===== config.mk =====
export PLATFORM = sky130hd
export DESIGN_NAME = phase_current_capture_kcl
export DESIGN_NICKNAME = d
export VERILOG_FILES = /design/src/hw/rtl/pcck_pkg.sv /design/src/hw/rtl/pcck_front.sv /design/src/hw/rtl/pcck_queue.sv /design/src/hw/rtl/pcck_back.sv /design/src/hw/rtl/phase_current_capture_kcl.sv
export VERILOG_INCLUDE_DIRS = /design/src /design/src/hw/rtl
export SDC_FILE = /design/constraint.sdc
export NUM_CORES = 2
export LEC_CHECK = 0
export CAP_MARGIN = 0
export CORE_MARGIN = 1.5
export CORE_UTILIZATION = 36
export CTS_CLUSTER_DIAMETER = 120
export CTS_CLUSTER_SIZE = 16
export DETAILED_ROUTE_END_ITERATION = 12
export DONT_BUFFER_PORTS = 1
export PLACE_DENSITY = 0.47
export SKIP_CTS_REPAIR_TIMING = 1
export SLEW_MARGIN = 20
export SYNTH_ARGS = -nofsm -noshare
export SYNTH_HDL_FRONTEND = slang
export SYNTH_SLANG_ARGS = --single-unit

===== constraint.sdc =====
create_clock -name clk -period 18.7 [get_ports clk]
set_input_delay 2.805 -clock clk [delete_from_list [all_inputs] [get_ports clk]]
set_output_delay 2.805 -clock clk [all_outputs]
set_load 0.1 [all_outputs]

===== src/hw/rtl/phase_current_capture_kcl_macros.svh =====
// Assertion macros shared by the phase current capture RTL.
// Each macro expects the enclosing module to have clk and rst_n.
`ifndef PHASE_CURRENT_CAPTURE_KCL_MACROS_SVH
`define PHASE_CURRENT_CAPTURE_KCL_MACROS_SVH

// Consequent must hold in the same cycle as the antecedent.
`define PCCK_ASSERT_NOW(label, ante, cons, msg) \
    label: assert property (@(posedge clk) disable iff (!rst_n) (ante) |-> (cons)) \
        else $error(msg);

// Consequent must hold in the cycle after the antecedent.
`define PCCK_ASSERT_NEXT(label, ante, cons, msg) \
    label: assert property (@(posedge clk) disable iff (!rst_n) (ante) |=> (cons)) \
        else $error(msg);

`endif


===== src/hw/rtl/pcck_pkg.sv =====
// Types, constants and arithmetic helpers for the phase current capture block.
// No dependencies; used by every RTL module of the block.
package pcck_pkg;

    localparam int ADC_UNITS = 4;
    localparam int ADC_SLOTS = 4;

    localparam int IN_USER_W  = 4;
    localparam int IN_DATA_W  = 96;
    localparam int OUT_USER_W = 4;
    localparam int OUT_DATA_W = 168;
    localparam int CFG_IDX_W  = 3;
    localparam int CFG_DATA_W = 16;

    // Configuration register indexes.
    localparam logic [CFG_IDX_W-1:0] CFG_ROUTING = 3'd0;
    localparam logic [CFG_IDX_W-1:0] CFG_BIAS_U  = 3'd1;
    localparam logic [CFG_IDX_W-1:0] CFG_BIAS_V  = 3'd2;
    localparam logic [CFG_IDX_W-1:0] CFG_BIAS_W  = 3'd3;
    localparam logic [CFG_IDX_W-1:0] CFG_GAIN_U  = 3'd4;
    localparam logic [CFG_IDX_W-1:0] CFG_GAIN_V  = 3'd5;
    localparam logic [CFG_IDX_W-1:0] CFG_GAIN_W  = 3'd6;
    localparam logic [CFG_IDX_W-1:0] CFG_WINDOW  = 3'd7;

    // Phase indexes.
    localparam logic [1:0] PH_U = 2'd0;
    localparam logic [1:0] PH_V = 2'd1;
    localparam logic [1:0] PH_W = 2'd2;

    localparam logic signed [34:0] CUR_MAX = 35'sd8388607;
    localparam logic signed [34:0] CUR_MIN = -35'sd8388608;

    typedef struct packed {
        logic [14:0]       routing;
        logic [2:0][15:0]  bias;
        logic [2:0][15:0]  gain;
        logic [15:0]       pair_window_us;
    } cfg_t;

    // One classified item: which phases update, their bias-corrected volts.
    typedef struct packed {
        logic [2:0]        hit;
        logic [2:0][16:0]  diff;
        logic [31:0]       now_us;
    } entry_t;

    typedef struct packed {
        logic [2:0][23:0]  current;
        logic [2:0][31:0]  count;
        logic [2:0]        mask;
        logic              derived;
    } result_t;

    typedef enum logic [2:0] {
        ST_CONV_U,
        ST_KCL_U,
        ST_CONV_V,
        ST_KCL_V,
        ST_CONV_W,
        ST_RESULT
    } back_state_t;

    function automatic logic [23:0] sat24(input logic signed [34:0] v);
        logic [23:0] r;
        if (v > CUR_MAX)
        begin
            r = 24'h7FFFFF;
        end else if (v < CUR_MIN)
        begin
            r = 24'h800000;
        end else
        begin
            r = v[23:0];
        end
        return r;
    endfunction

endpackage


===== src/hw/rtl/pcck_front.sv =====
// Front end: decodes the phase routing against an incoming beat and queues
// the phases to update with their bias-corrected voltages. Uses pcck_pkg.
module pcck_front (
    input  pcck_pkg::cfg_t              cfg,
    input  logic                        s_tvalid,
    output logic                        s_tready,
    input  logic [3:0]                  s_tuser,
    input  logic [95:0]                 s_tdata,
    input  logic                        q_full,
    output logic                        push,
    output pcck_pkg::entry_t            entry
);
    import pcck_pkg::*;

    logic [1:0]       unit;
    logic             item_ok;
    logic [3:0][15:0] slots;

    assign unit    = s_tuser[1:0];
    assign item_ok = s_tuser[2] && s_tuser[3];
    assign slots   = s_tdata[95:32];

    assign s_tready = !q_full;
    assign push     = s_tvalid && !q_full;

    always_comb
    begin
        logic [4:0]  r;
        logic [1:0]  ru;
        logic [1:0]  rs;
        logic [15:0] volts;
        entry.now_us = s_tdata[31:0];
        entry.hit    = '0;
        entry.diff   = '0;
        for (int p = 0; p < 3; p++)
        begin
            r  = cfg.routing[5*p +: 5];
            ru = r[2:1];
            rs = r[4:3];
            volts = slots[rs];
            entry.diff[p] = {1'b0, volts} - {1'b0, cfg.bias[p]};
            entry.hit[p]  = item_ok && r[0] && (32'(ru) < ADC_UNITS)
                            && (32'(rs) < ADC_SLOTS) && (ru == unit)
                            && (cfg.gain[p] != 16'd0);
        end
    end

endmodule


===== src/hw/rtl/pcck_queue.sv =====
// Small flop-based FIFO that decouples the front end from the sequencer.
// Uses pcck_pkg for the entry type and the shared assertion macros.
`include "phase_current_capture_kcl_macros.svh"
module pcck_queue #(
    parameter int DEPTH = 2
) (
    input  logic                clk,
    input  logic                rst_n,
    input  logic                push,
    input  pcck_pkg::entry_t    entry_in,
    input  logic                pop,
    output pcck_pkg::entry_t    head,
    output logic                valid,
    output logic                full
);
    import pcck_pkg::*;

    localparam int IDX_W = $clog2(DEPTH);
    localparam int CNT_W = $clog2(DEPTH + 1);

    entry_t             mem_reg [DEPTH];
    logic [IDX_W-1:0]   wr_ptr_reg, wr_ptr_next;
    logic [IDX_W-1:0]   rd_ptr_reg, rd_ptr_next;
    logic [CNT_W-1:0]   count_reg, count_next;

    assign head  = mem_reg[rd_ptr_reg];
    assign valid = (count_reg != '0);
    assign full  = (count_reg == CNT_W'(DEPTH));

    always_comb
    begin
        wr_ptr_next = wr_ptr_reg;
        rd_ptr_next = rd_ptr_reg;
        count_next  = count_reg;
        if (push)
        begin
            wr_ptr_next = (wr_ptr_reg == IDX_W'(DEPTH - 1)) ? '0 : wr_ptr_reg + IDX_W'(1);
        end
        if (pop)
        begin
            rd_ptr_next = (rd_ptr_reg == IDX_W'(DEPTH - 1)) ? '0 : rd_ptr_reg + IDX_W'(1);
        end
        if (push && !pop)
        begin
            count_next = count_reg + CNT_W'(1);
        end else if (pop && !push)
        begin
            count_next = count_reg - CNT_W'(1);
        end
    end

    always_ff @(posedge clk or negedge rst_n)
    begin
        if (!rst_n)
        begin
            wr_ptr_reg <= '0;
            rd_ptr_reg <= '0;
            count_reg  <= '0;
        end else
        begin
            wr_ptr_reg <= wr_ptr_next;
            rd_ptr_reg <= rd_ptr_next;
            count_reg  <= count_next;
        end
    end

    always_ff @(posedge clk)
    begin
        if (push)
        begin
            mem_reg[wr_ptr_reg] <= entry_in;
        end
    end

    `PCCK_ASSERT_NOW(a_no_push_full, full, !push, "push into a full queue")
    `PCCK_ASSERT_NOW(a_no_pop_empty, pop, valid, "pop from an empty queue")
    `PCCK_ASSERT_NEXT(a_push_visible, push && !pop, valid, "queue empty right after a push")

endmodule


===== src/hw/rtl/pcck_back.sv =====
// Back end: walks U, W derivation, V, W derivation and measured W for one
// queued item with a shared multiplier, holds the phase state, and owns the
// output register. Uses pcck_pkg and the shared assertion macros.
`include "phase_current_capture_kcl_macros.svh"
module pcck_back (
    input  logic                clk,
    input  logic                rst_n,
    input  pcck_pkg::cfg_t      cfg,
    input  logic                q_valid,
    input  pcck_pkg::entry_t    head,
    output logic                q_pop,
    output logic                m_valid,
    input  logic                m_ready,
    output pcck_pkg::result_t   result
);
    import pcck_pkg::*;

    back_state_t        state_reg, state_next;
    logic signed [23:0] cur_reg [3];
    logic signed [23:0] cur_next [3];
    logic [31:0]        cnt_reg [3];
    logic [31:0]        cnt_next [3];
    logic [31:0]        stamp_reg [3];
    logic [31:0]        stamp_next [3];
    logic               derived_reg, derived_next;
    logic               out_valid_reg, out_valid_next;
    result_t            out_reg, out_next;

    logic [1:0]         ph;
    logic [1:0]         partner;
    logic               do_conv;
    logic               do_kcl;
    logic               load_out;

    logic signed [16:0] diff_s;
    logic signed [16:0] gain_s;
    logic signed [33:0] prod;
    logic signed [34:0] rounded;
    logic [23:0]        conv_val;
    logic signed [34:0] neg_sum;
    logic [23:0]        derived_val;
    logic [31:0]        dt;
    logic               kcl_ok;

    // Phase selected by the sequencer step.
    always_comb
    begin
        case (state_reg)
            ST_CONV_U, ST_KCL_U:
            begin
                ph      = PH_U;
                partner = PH_V;
            end
            ST_CONV_V, ST_KCL_V:
            begin
                ph      = PH_V;
                partner = PH_U;
            end
            default:
            begin
                ph      = PH_W;
                partner = PH_U;
            end
        endcase
    end

    // Shared conversion: (volts - bias) * gain / 256, rounded half up, saturated.
    assign diff_s   = signed'(head.diff[ph]);
    assign gain_s   = signed'({1'b0, cfg.gain[ph]});
    assign prod     = diff_s * gain_s;
    assign rounded  = (35'(prod) + 35'sd128) >>> 8;
    assign conv_val = sat24(rounded);

    // Kirchhoff completion of W from the stored U and V currents.
    assign neg_sum     = -(35'(cur_reg[0]) + 35'(cur_reg[1]));
    assign derived_val = sat24(neg_sum);
    assign dt          = head.now_us - stamp_reg[partner];
    assign kcl_ok      = head.hit[ph] && (cnt_reg[partner] != 32'd0)
                         && (dt <= {16'd0, cfg.pair_window_us});

    always_comb
    begin
        state_next     = state_reg;
        derived_next   = derived_reg;
        out_valid_next = out_valid_reg;
        out_next       = out_reg;
        cur_next       = cur_reg;
        cnt_next       = cnt_reg;
        stamp_next     = stamp_reg;
        do_conv        = 1'b0;
        do_kcl         = 1'b0;
        load_out       = 1'b0;
        q_pop          = 1'b0;

        case (state_reg)
            ST_CONV_U:
            begin
                if (q_valid)
                begin
                    do_conv      = 1'b1;
                    derived_next = 1'b0;
                    state_next   = ST_KCL_U;
                end
            end
            ST_KCL_U:
            begin
                do_kcl     = 1'b1;
                state_next = ST_CONV_V;
            end
            ST_CONV_V:
            begin
                do_conv    = 1'b1;
                state_next = ST_KCL_V;
            end
            ST_KCL_V:
            begin
                do_kcl     = 1'b1;
                state_next = ST_CONV_W;
            end
            ST_CONV_W:
            begin
                do_conv    = 1'b1;
                state_next = ST_RESULT;
            end
            ST_RESULT:
            begin
                if (!out_valid_reg || m_ready)
                begin
                    load_out   = 1'b1;
                    q_pop      = 1'b1;
                    state_next = ST_CONV_U;
                end
            end
            default:
            begin
                state_next = ST_CONV_U;
            end
        endcase

        if (do_conv && head.hit[ph])
        begin
            cur_next[ph]   = signed'(conv_val);
            cnt_next[ph]   = cnt_reg[ph] + 32'd1;
            stamp_next[ph] = head.now_us;
        end

        if (do_kcl && kcl_ok)
        begin
            cur_next[PH_W]   = signed'(derived_val);
            cnt_next[PH_W]   = cnt_reg[PH_W] + 32'd1;
            stamp_next[PH_W] = head.now_us;
            derived_next     = 1'b1;
        end

        if (load_out)
        begin
            out_valid_next = 1'b1;
            for (int p = 0; p < 3; p++)
            begin
                out_next.current[p] = cur_reg[p];
                out_next.count[p]   = cnt_reg[p];
            end
            out_next.mask    = head.hit;
            out_next.derived = derived_reg;
        end else if (m_ready)
        begin
            out_valid_next = 1'b0;
        end
    end

    always_ff @(posedge clk or negedge rst_n)
    begin
        if (!rst_n)
        begin
            state_reg     <= ST_CONV_U;
            derived_reg   <= 1'b0;
            out_valid_reg <= 1'b0;
            for (int p = 0; p < 3; p++)
            begin
                cur_reg[p]   <= '0;
                cnt_reg[p]   <= '0;
                stamp_reg[p] <= '0;
            end
        end else
        begin
            state_reg     <= state_next;
            derived_reg   <= derived_next;
            out_valid_reg <= out_valid_next;
            cur_reg       <= cur_next;
            cnt_reg       <= cnt_next;
            stamp_reg     <= stamp_next;
        end
    end

    always_ff @(posedge clk)
    begin
        out_reg <= out_next;
    end

    assign m_valid = out_valid_reg;
    assign result  = out_reg;

    `PCCK_ASSERT_NOW(a_pop_in_result, q_pop, (state_reg == ST_RESULT) && q_valid,
        "queue popped outside the result step")
    `PCCK_ASSERT_NEXT(a_wait_for_item, (state_reg == ST_CONV_U) && !q_valid,
        state_reg == ST_CONV_U, "sequencer started without a queued item")
    `PCCK_ASSERT_NOW(a_derive_needs_uv, load_out && derived_reg,
        head.hit[PH_U] || head.hit[PH_V], "W derived without a U or V update")

endmodule


===== src/hw/rtl/phase_current_capture_kcl.sv =====
// Top level of the three-phase current capture block with KCL completion.
// Holds the configuration registers; instantiates pcck_front, pcck_queue
// and pcck_back. Uses pcck_pkg.
//
// Usage:
//   One input beat on the s_ channel is one injected ADC completion. The
//   front end decodes which phases it feeds and queues them; the back end
//   converts U, V and W in turn with one shared multiplier, derives
//   W = -(U+V) when a U/V pair lies within the pair window, and presents
//   one result beat per input beat on the m_ channel with the stored state.
//   The back end takes one queued item at a time through its six-step walk
//   (three conversions, two pair checks, one result load) and starts the
//   next item only after the result load, which waits while the output
//   register still holds a result that the receiver has not taken.
//   Input beats are taken while earlier ones are still being processed, as
//   long as the QUEUE_DEPTH-entry queue has room.
//   Configuration beats are taken every cycle (cfg_ready is tied high) and
//   must only be sent while no item is in flight.
//   Reset zeroes the configuration, currents, counters, time stamps and
//   valid flags and empties the queue; the result data register is not reset.
//   When m_tready is held low, the result stays in the output register,
//   the back end waits, the queue fills and s_tready drops; nothing is lost.
module phase_current_capture_kcl #(
    parameter int QUEUE_DEPTH = 2
) (
    input  logic                                clk,
    input  logic                                rst_n,
    // Input beat.
    input  logic                                s_tvalid,
    output logic                                s_tready,
    // s_tuser from bit 0: adc_unit[1:0], conversion_ok, time_valid.
    input  logic [pcck_pkg::IN_USER_W-1:0]      s_tuser,
    // s_tdata from bit 0: now_us[31:0], slot0_volts, slot1_volts,
    // slot2_volts, slot3_volts (16 bits each).
    input  logic [pcck_pkg::IN_DATA_W-1:0]      s_tdata,
    // Result beat.
    output logic                                m_tvalid,
    input  logic                                m_tready,
    // m_tuser from bit 0: updated_mask[2:0], w_derived.
    output logic [pcck_pkg::OUT_USER_W-1:0]     m_tuser,
    // m_tdata from bit 0: current_u, current_v, current_w (24 bits each),
    // count_u, count_v, count_w (32 bits each).
    output logic [pcck_pkg::OUT_DATA_W-1:0]     m_tdata,
    // Configuration write channel.
    input  logic                                cfg_valid,
    output logic                                cfg_ready,
    input  logic [pcck_pkg::CFG_IDX_W-1:0]      cfg_index,
    input  logic [pcck_pkg::CFG_DATA_W-1:0]     cfg_data
);
    import pcck_pkg::*;

    cfg_t    cfg_reg;
    logic    push;
    entry_t  entry;
    logic    q_pop;
    entry_t  head;
    logic    q_valid;
    logic    q_full;
    result_t result;

    assign cfg_ready = 1'b1;

    // Register file. Writes land on a completed configuration beat.
    always_ff @(posedge clk or negedge rst_n)
    begin
        if (!rst_n)
        begin
            cfg_reg <= '0;
        end else if (cfg_valid && cfg_ready)
        begin
            case (cfg_index)
                CFG_ROUTING: cfg_reg.routing        <= cfg_data[14:0];
                CFG_BIAS_U:  cfg_reg.bias[PH_U]     <= cfg_data;
                CFG_BIAS_V:  cfg_reg.bias[PH_V]     <= cfg_data;
                CFG_BIAS_W:  cfg_reg.bias[PH_W]     <= cfg_data;
                CFG_GAIN_U:  cfg_reg.gain[PH_U]     <= cfg_data;
                CFG_GAIN_V:  cfg_reg.gain[PH_V]     <= cfg_data;
                CFG_GAIN_W:  cfg_reg.gain[PH_W]     <= cfg_data;
                CFG_WINDOW:  cfg_reg.pair_window_us <= cfg_data;
                default:     cfg_reg                <= cfg_reg;
            endcase
        end
    end

    // Front end: classify the beat and compute bias-corrected voltages.
    pcck_front u_front (
        .cfg      (cfg_reg),
        .s_tvalid (s_tvalid),
        .s_tready (s_tready),
        .s_tuser  (s_tuser),
        .s_tdata  (s_tdata),
        .q_full   (q_full),
        .push     (push),
        .entry    (entry)
    );

    // Queue between front and back so either side can stall on its own.
    pcck_queue #(
        .DEPTH (QUEUE_DEPTH)
    ) u_queue (
        .clk      (clk),
        .rst_n    (rst_n),
        .push     (push),
        .entry_in (entry),
        .pop      (q_pop),
        .head     (head),
        .valid    (q_valid),
        .full     (q_full)
    );

    // Back end: per-phase sequencer, phase state and output register.
    pcck_back u_back (
        .clk     (clk),
        .rst_n   (rst_n),
        .cfg     (cfg_reg),
        .q_valid (q_valid),
        .head    (head),
        .q_pop   (q_pop),
        .m_valid (m_tvalid),
        .m_ready (m_tready),
        .result  (result)
    );

    assign m_tdata = {result.count[PH_W], result.count[PH_V], result.count[PH_U],
                      result.current[PH_W], result.current[PH_V], result.current[PH_U]};
    assign m_tuser = {result.derived, result.mask};

endmodule

# After elaboration in Yosys (flattened, before gate mapping)
# Memories as Yosys holds them, arrays and structs flattened.
# Index checks and enable logic that the tools add are counted.
[op_classes]
n_addsub = 13
multipliers = 1
order_cmp = 12
n_eq_ne = 18
n_mux = 59
n_bitwise = 2
reduce_logical = 49
[op_table]
columns = ["op", "count"]
rows = [
  ["two-way mux 32 bit", 11],
  ["binary-select mux 32 bit (select 2 bit)", 3],
  ["bitwise mux 96 bit", 2],
  ["two-way mux 24 bit", 7],
  ["binary-select mux 16 bit (select 2 bit)", 4],
  ["bitwise mux 72 bit", 1],
  ["adder 32 x 1 -> 32 bit, second input constant", 2],
  ["demux 32 bit (select 2 bit)", 1],
  ["two-way mux 16 bit", 4],
  ["subtractor 16 x 16 -> 17 bit", 3],
  ["demux 24 bit (select 2 bit)", 1],
  ["nonzero test 16 bit", 3],
  ["adder 34 x 9 -> 35 bit, second input constant", 1],
  ["greater-than comparator 35 x 24 -> 1 bit, second input constant", 1],
  ["less-than comparator 35 x 24 -> 1 bit, second input constant", 1],
  ["negation 35 bit", 1],
  ["binary-select mux 17 bit (select 2 bit)", 1],
  ["multiplier 17 x 17 -> 34 bit", 1],
  ["less-or-equal comparator 32 x 16 -> 1 bit", 1],
  ["nonzero test 32 bit", 1],
  ["subtractor 32 bit", 1],
  ["greater-than comparator 27 x 24 -> 1 bit, second input constant", 1],
  ["less-than comparator 27 x 24 -> 1 bit, second input constant", 1],
  ["adder 24 x 24 -> 25 bit", 1],
  ["other kinds (30)", 100],
]
[word_totals]
regBits = 572
ramBits = 172
inputBits = 124
out_inout_bits = 175
wordCells = 186
memories = 1
[mem_list]
columns = ["name", "words", "width", "rd", "rd_ports_with_merged_regs", "write_ports", "line_no", "text"]
rows = [
  ["u_queue.mem_reg", 2, 86, 1, 0, 1, "pcck_queue.sv:21", "entry_t mem_reg [DEPTH];"],
]

# Logic depth before layout (Yosys ltp)
[depth]
ltp_word = 13
ltp_mapped = 39
depth_no_buf = 30

# Cells and area by module
# From an unflattened synthesis, not the netlist that was laid out.
[hier_totals]
hier_cells = 4405
area_unflattened_um2 = 48134.9
[by_module_without_submodules]
columns = ["module", "instances", "cells_per_inst", "area_per_inst_um2", "seq_area_each_um2"]
rows = [
  ["pcck_back", 1, 3336, 32462.4, 11095.6],
  ["pcck_queue", 1, 284, 6516.2, 5265.0],
  ["phase_current_capture_kcl", 1, 279, 4962.3, 3178.0],
  ["pcck_front", 1, 506, 4194.0, 0.0],
]

# Worst setup path after synthesis
# No wires, ideal clock.
[synth_path]
kind = "register to register"
startpoint = "register u_back.state_reg[1]"
endpoint = "register u_back.cur_reg[0] in the netlist's numbering"
setup_ns = 0.087
t_arrival_ns = 9.709
required_time_ns = 18.613
path_slack_ns = 8.904
path_stages_with_launch = 37
path_buffers = 9
synth_period_minus_slack_ns = 9.796
cell_sequence = "dfrtp_1 > buf_4 > buf_2 > buf_2 > buf_1 > clkbuf_1 > clkbuf_1 > mux2i_1 > nor2_1 > a21oi_1 > clkbuf_1 > nor2_1 > fa_1 > inv_1 > fa_1 > inv_1 > fa_1 > fa_1 > fa_1 > inv_1 > fa_1 > inv_1 > ha_1 > clkbuf_1 > nand4_1 > o221ai_1 > a21oi_1 > o21ai_0 > or3_1 > a21oi_1 > o31a_1 > xor2_1 > o31ai_2 > and2_1 > clkbuf_1 > a22oi_1 > o211ai_1"
[synth_between]
elab_chain_len = 13
word_cells_on_any_way = 49
classes_between = "add/sub (2); mul (1); order compare (5); eq/ne (4); mux (23); bitwise (2); reduce/logical (12)"
[synth_lines]
columns = ["element", "line_no", "text"]
rows = [
  ["start: declaration", "pcck_back.sv:18", "back_state_t state_reg, state_next;"],
  ["start signal: assignment", "pcck_back.sv:186", "state_reg <= state_next;"],
  ["== test 3 x 2 -> 1 bit (tied with other cells)", "pcck_back.sv:48, pcck_back.sv:95", ""],
  ["OR reduction 2 bit", "pcck_back.sv:48", "case (state_reg)"],
  ["one-hot mux 2 bit (2 select lines)", "pcck_back.sv:48", ""],
  ["binary-select mux 17 bit (select 2 bit) / binary-select mux 16 bit (select 2 bit) (equally long branches)", "pcck_back.sv:68, pcck_back.sv:69", ""],
  ["two-way mux 17 bit (implied by the code) / two-way mux 16 bit (equally long branches)", "pcck_back.sv:68, pcck_back.sv:69", ""],
  ["multiplier 17 x 17 -> 34 bit", "pcck_back.sv:70", "assign prod = diff_s * gain_s;"],
  ["adder 34 x 9 -> 35 bit", "pcck_back.sv:71", "assign rounded = (35'(prod) + 35'sd128) >>> 8;"],
  ["less-than comparator 27 x 24 -> 1 bit", "pcck_pkg.sv:68", "end else if (v < CUR_MIN)"],
  ["two-way mux 24 bit", "pcck_pkg.sv:68", ""],
  ["two-way mux 24 bit", "pcck_pkg.sv:65", "if (v > CUR_MAX)"],
  ["bitwise mux 72 bit", "pcck_back.sv:142", "cur_next[ph] = signed'(conv_val);"],
  ["two-way mux 24 bit", "pcck_back.sv:140", "if (do_conv && head.hit[ph])"],
  ["two-way mux 24 bit", "pcck_back.sv:147", "if (do_kcl && kcl_ok)"],
  ["end signal: assignment", "pcck_back.sv:189", "cur_reg <= cur_next;"],
  ["end: declaration", "pcck_back.sv:19", "logic signed [23:0] cur_reg [3];"],
]
# Parallel ways exist; a longest one is shown, timed or not. The select of a mux whose other input is x is not followed.
# A chain may end at the register's enable or synchronous reset.

# Worst setup path in the final report
[layout_path]
startpoint = "register u_back.state_reg[2]"
endpoint = "register u_back.cur_reg[8] in the netlist's numbering"
# Same word-level chain as after synthesis.

==> metrics.md <==
| Metric | Value |
|---|---|
| Post-Route WL | about 120000 um |
| Most numerous cell on the critical path | sky130_fd_sc_hd__fa_1 |
| Number of distinct library cells after synthesis | 92 |
| Global Route met1 Usage | 0.269 |
| Iter 0 DRT Violations | just over 2k |
| Hold crit path type | reg2reg |
| Biggest area consumer among synthesized cells | sky130_fd_sc_hd__edfxtp_1 |
| Total negative slack | 0 ps |
| Worst hold path depth | 0 |
| Deepest level of the CTS H-tree | 2 |
| Most numerous cell in the Yosys netlist | sky130_fd_sc_hd__inv_1 |
| RR Startpoint | u_back.state_reg[2]$_DFFE_PN0P_ |
| Asr flop ratio synth | 0.517 |
| Top-level port count | ~300 |
| All-layer global routing usage | 0.187 |
| Worst skew pair latency | 660 ps |
| Count of yosys warnings during synthesis | 0 |
| Top FF cell, synth | sky130_fd_sc_hd__dfrtp_1 |
| Number of clock sinks | 712 |
| Worst setup slack for register-to-register paths | approximately 8800 ps |
| Largest driver fanout on the critical path | around 80 |
| Buffer levels on the longest clock path | 3 |
| First-pass GRT wire length | approximately 190000 um |
| Endpoints failing setup | 0 |
| Final non-filler cell area | approximately 0.05 sq mm |
| Startpoint of the tightest hold check path | u_back.cur_reg[23]$_DFFE_PN0P_ |
| GR Util met3 | 0.0222 |
| Critical path launch point type | flip-flop |
| X dimension of the die | about 370 um |
| RSZ-0062 raised after global routing | no |
| Standard cell core area | approximately 0.13 sq mm |
| Number of cells produced by synthesis | roughly 4.4k |
| Met2 GRT Util | 0.301 |
| Post-synth top cells | sky130_fd_sc_hd__inv_1 (550), sky130_fd_sc_hd__nor2_1 (490), sky130_fd_sc_hd__dfrtp_1 (368), sky130_fd_sc_hd__edfxtp_1 (344), sky130_fd_sc_hd__a21oi_1 (330) |
| Cell with the largest stage delay on the worst path | sky130_fd_sc_hd__a2111oi_1 |
| Number of endpoints with negative hold slack in the final report | 0 |
| Synthesized area per cell | 10.6 sq um |
| Port Buffers | 0 |
| Endpoint kind of the worst setup timing path | flip-flop |
| Total nets after synthesis | 5083 |
| Non-Filler Instances | 6146 |
| Total number of vias | 31.4k |
| Worst Hold End | u_back.result[171]$_DFFE_PP_ |
| Number of antenna violations at the first check in global routing | 2 |
| Count of cells along the worst register-to-register path | 27 |
| Clk Tree Root Cell | sky130_fd_sc_hd__clkbuf_16 |
| Reg-to-Reg End | u_back.cur_reg[8]$_DFFE_PN0P_ |
| Max Clock Freq | about 0.10 GHz |
| Detailed placement HPWL | 95000 um |
| Buf+Inv Stages, Crit Path | 6 |
| Outcome | completed |
| Final period utilization | 0.532 |
| Worst setup path category | reg2reg |
| GPL Wtd Cong | between 0.8 and 0.9 |
| GR peak layer | met2 |
| Max incr delay on CP | approximately 770 ps |
| Area enclosed by the die boundary | approximately 0.13 sq mm |
| Number of buffers added by the clock tree synthesis step | 52 |
| Via density per instance | between 5 and 6 |
| Max_slew headroom | 0.291 |
| Antenna fix cells | 0 |
| Critical path arrival | roughly 10000 ps |
| Cell row count | between 100 and 150 |
| Number of antenna-violating nets in the routed design | 0 |
| Share of layout cells above drive strength 1 | 0.0901 |
| Critical Path Source | u_back.state_reg[2]$_DFFE_PN0P_ |
| Number of iterations in the first detailed-routing pass | 5 |
| Count of flip-flops with a built-in enable after synthesis | 344 |
| Layout Area Growth over Synthesis | 7.42% |
| Vias in the first global route | approximately 32k |
| Clock Pin Slew Worst Setup and Hold Paths | 80 ps |
| Cell area after synthesis | around 0.047 sq mm |
| Final net count | around 5k |
| Post-route DRC | 0 |
| DIE HEIGHT | ~370 um |
| Required time at the worst-slack endpoint | 19220 ps |
| Instance area after placement | 0.0491 sq mm |
| Placed insts | slightly above 6k |
| CTS tree | built |
| Top Family by Delay on Critical Path | adder cells |
| Portion of synthesized cell area occupied by the leading cell type | 0.219 |
| Cell types with the largest area share after synthesis | sky130_fd_sc_hd__edfxtp_1 (22%), sky130_fd_sc_hd__dfrtp_1 (20%), sky130_fd_sc_hd__fa_1 (12%) |
| Initial Util | 0.364 |
| Sequential area share after synthesis | 0.414 |
| Routed wirelength normalized by instance count | 20.3 um |
| Register bit count reported by yosys | slightly above 700 |
| Worst Max-Slew Pin Slew | 1060 ps |
| Final worst path period need | 9950 ps |
| Largest net degree at the start of global routing | 369 |
| Final Skew | about 37 ps |
| Congestion Overflow GR | 0 |
| Max-capacitance violation count | 0 |
| Final number of max-transition violations | 0 |
## metal layers
metal,wire length (um),vias up
li1,-,15100
met5,14,-
met4,2660,2
met3,4690,126
met2,56900,598
met1,60400,15600
## logic make-up after synthesis
kind of cell    Yosys count  share of synthesized area
xor+xnor                150                     0.0278
mux                     360                     0.0967
simple gates           1197                      0.117
buf+inv                 740                     0.0599
compound gates          779                      0.104
fa+ha+maj               510                      0.181
other cells               1                  0.0000795
flops                   712                      0.414
## layout by cell type (no fill, tap or decap), types with 15 or more instances in the layout
cell type                   synthesis  final
sky130_fd_sc_hd__a211oi_1          18     18
sky130_fd_sc_hd__a21boi_0          20     20
sky130_fd_sc_hd__a21o_1            52     52
sky130_fd_sc_hd__a21oi_1          330    330
sky130_fd_sc_hd__a22oi_1           26     26
sky130_fd_sc_hd__and2_1            24     24
sky130_fd_sc_hd__and3_1            24     23
sky130_fd_sc_hd__buf_4              4     49
sky130_fd_sc_hd__clkbuf_1         153     33
sky130_fd_sc_hd__clkbuf_16          0     53
sky130_fd_sc_hd__dfrtp_1          368    364
sky130_fd_sc_hd__edfxtp_1         344    344
sky130_fd_sc_hd__fa_1             287    287
sky130_fd_sc_hd__ha_1             223    223
sky130_fd_sc_hd__inv_1            550    549
sky130_fd_sc_hd__mux2_2           156    156
sky130_fd_sc_hd__mux2i_1          143    143
sky130_fd_sc_hd__mux4_2            61     61
sky130_fd_sc_hd__nand2_1          290    290
sky130_fd_sc_hd__nand2b_1          49     49
sky130_fd_sc_hd__nand3_1           58     58
sky130_fd_sc_hd__nand4_1           36     36
sky130_fd_sc_hd__nor2_1           490    488
sky130_fd_sc_hd__nor2b_1           41     41
sky130_fd_sc_hd__nor3_1            66     63
sky130_fd_sc_hd__nor4_1            43     42
sky130_fd_sc_hd__o211ai_1          15     15
sky130_fd_sc_hd__o211ai_2          18     18
sky130_fd_sc_hd__o21a_1            25     25
sky130_fd_sc_hd__o21ai_0          133    133
sky130_fd_sc_hd__xnor2_1          100    100
sky130_fd_sc_hd__xor2_1            50     50
## layout make-up
cell class / instances / area, sq um
Clock buffer: 87 / 1460
Clock inverter: 6 / 93.8
Fill cell: 12900 / 79100
Inverter: 551 / 2070
Multi-Input combinational cell: 2997 / 24900
Sequential cell: 712 / 19600
Tap cell: 1742 / 2180
Timing Repair Buffer: 51 / 423
## worst max path at each step
| stage | endpoint | depth (start not counted) |
|---|---|---|
| global route | u_back.cur_reg[8]$_DFFE_PN0P_ | 29 |
| detailed placement | u_back.cur_reg[22]$_DFFE_PN0P_ | 27 |
| global placement | u_back.cur_reg[22]$_DFFE_PN0P_ | 29 |
| floorplan | u_back.cur_reg[0]$_DFFE_PN0P_ | 36 |
| CTS | u_back.cur_reg[22]$_DFFE_PN0P_ | 27 |
| finish | u_back.cur_reg[8]$_DFFE_PN0P_ | 27 |
## stage by stage
| stage | hold slack, ps | worst slack, ps | utilization |
|---|---|---|---|
| final | 431 | 8750 | 0.391 |
| after CTS | 434 | 8620 | 0.390 |
| after floorplan | 423 | 8900 | - |
| after global routing | 449 | 8040 | 0.391 |
| after detailed placement | 439 | 8650 | 0.378 |
| after global placement | 438 | 8540 | 0.378 |
Power is not shown: default switching activity piles up to over one toggle a cycle in this logic, so the estimate is an artifact.
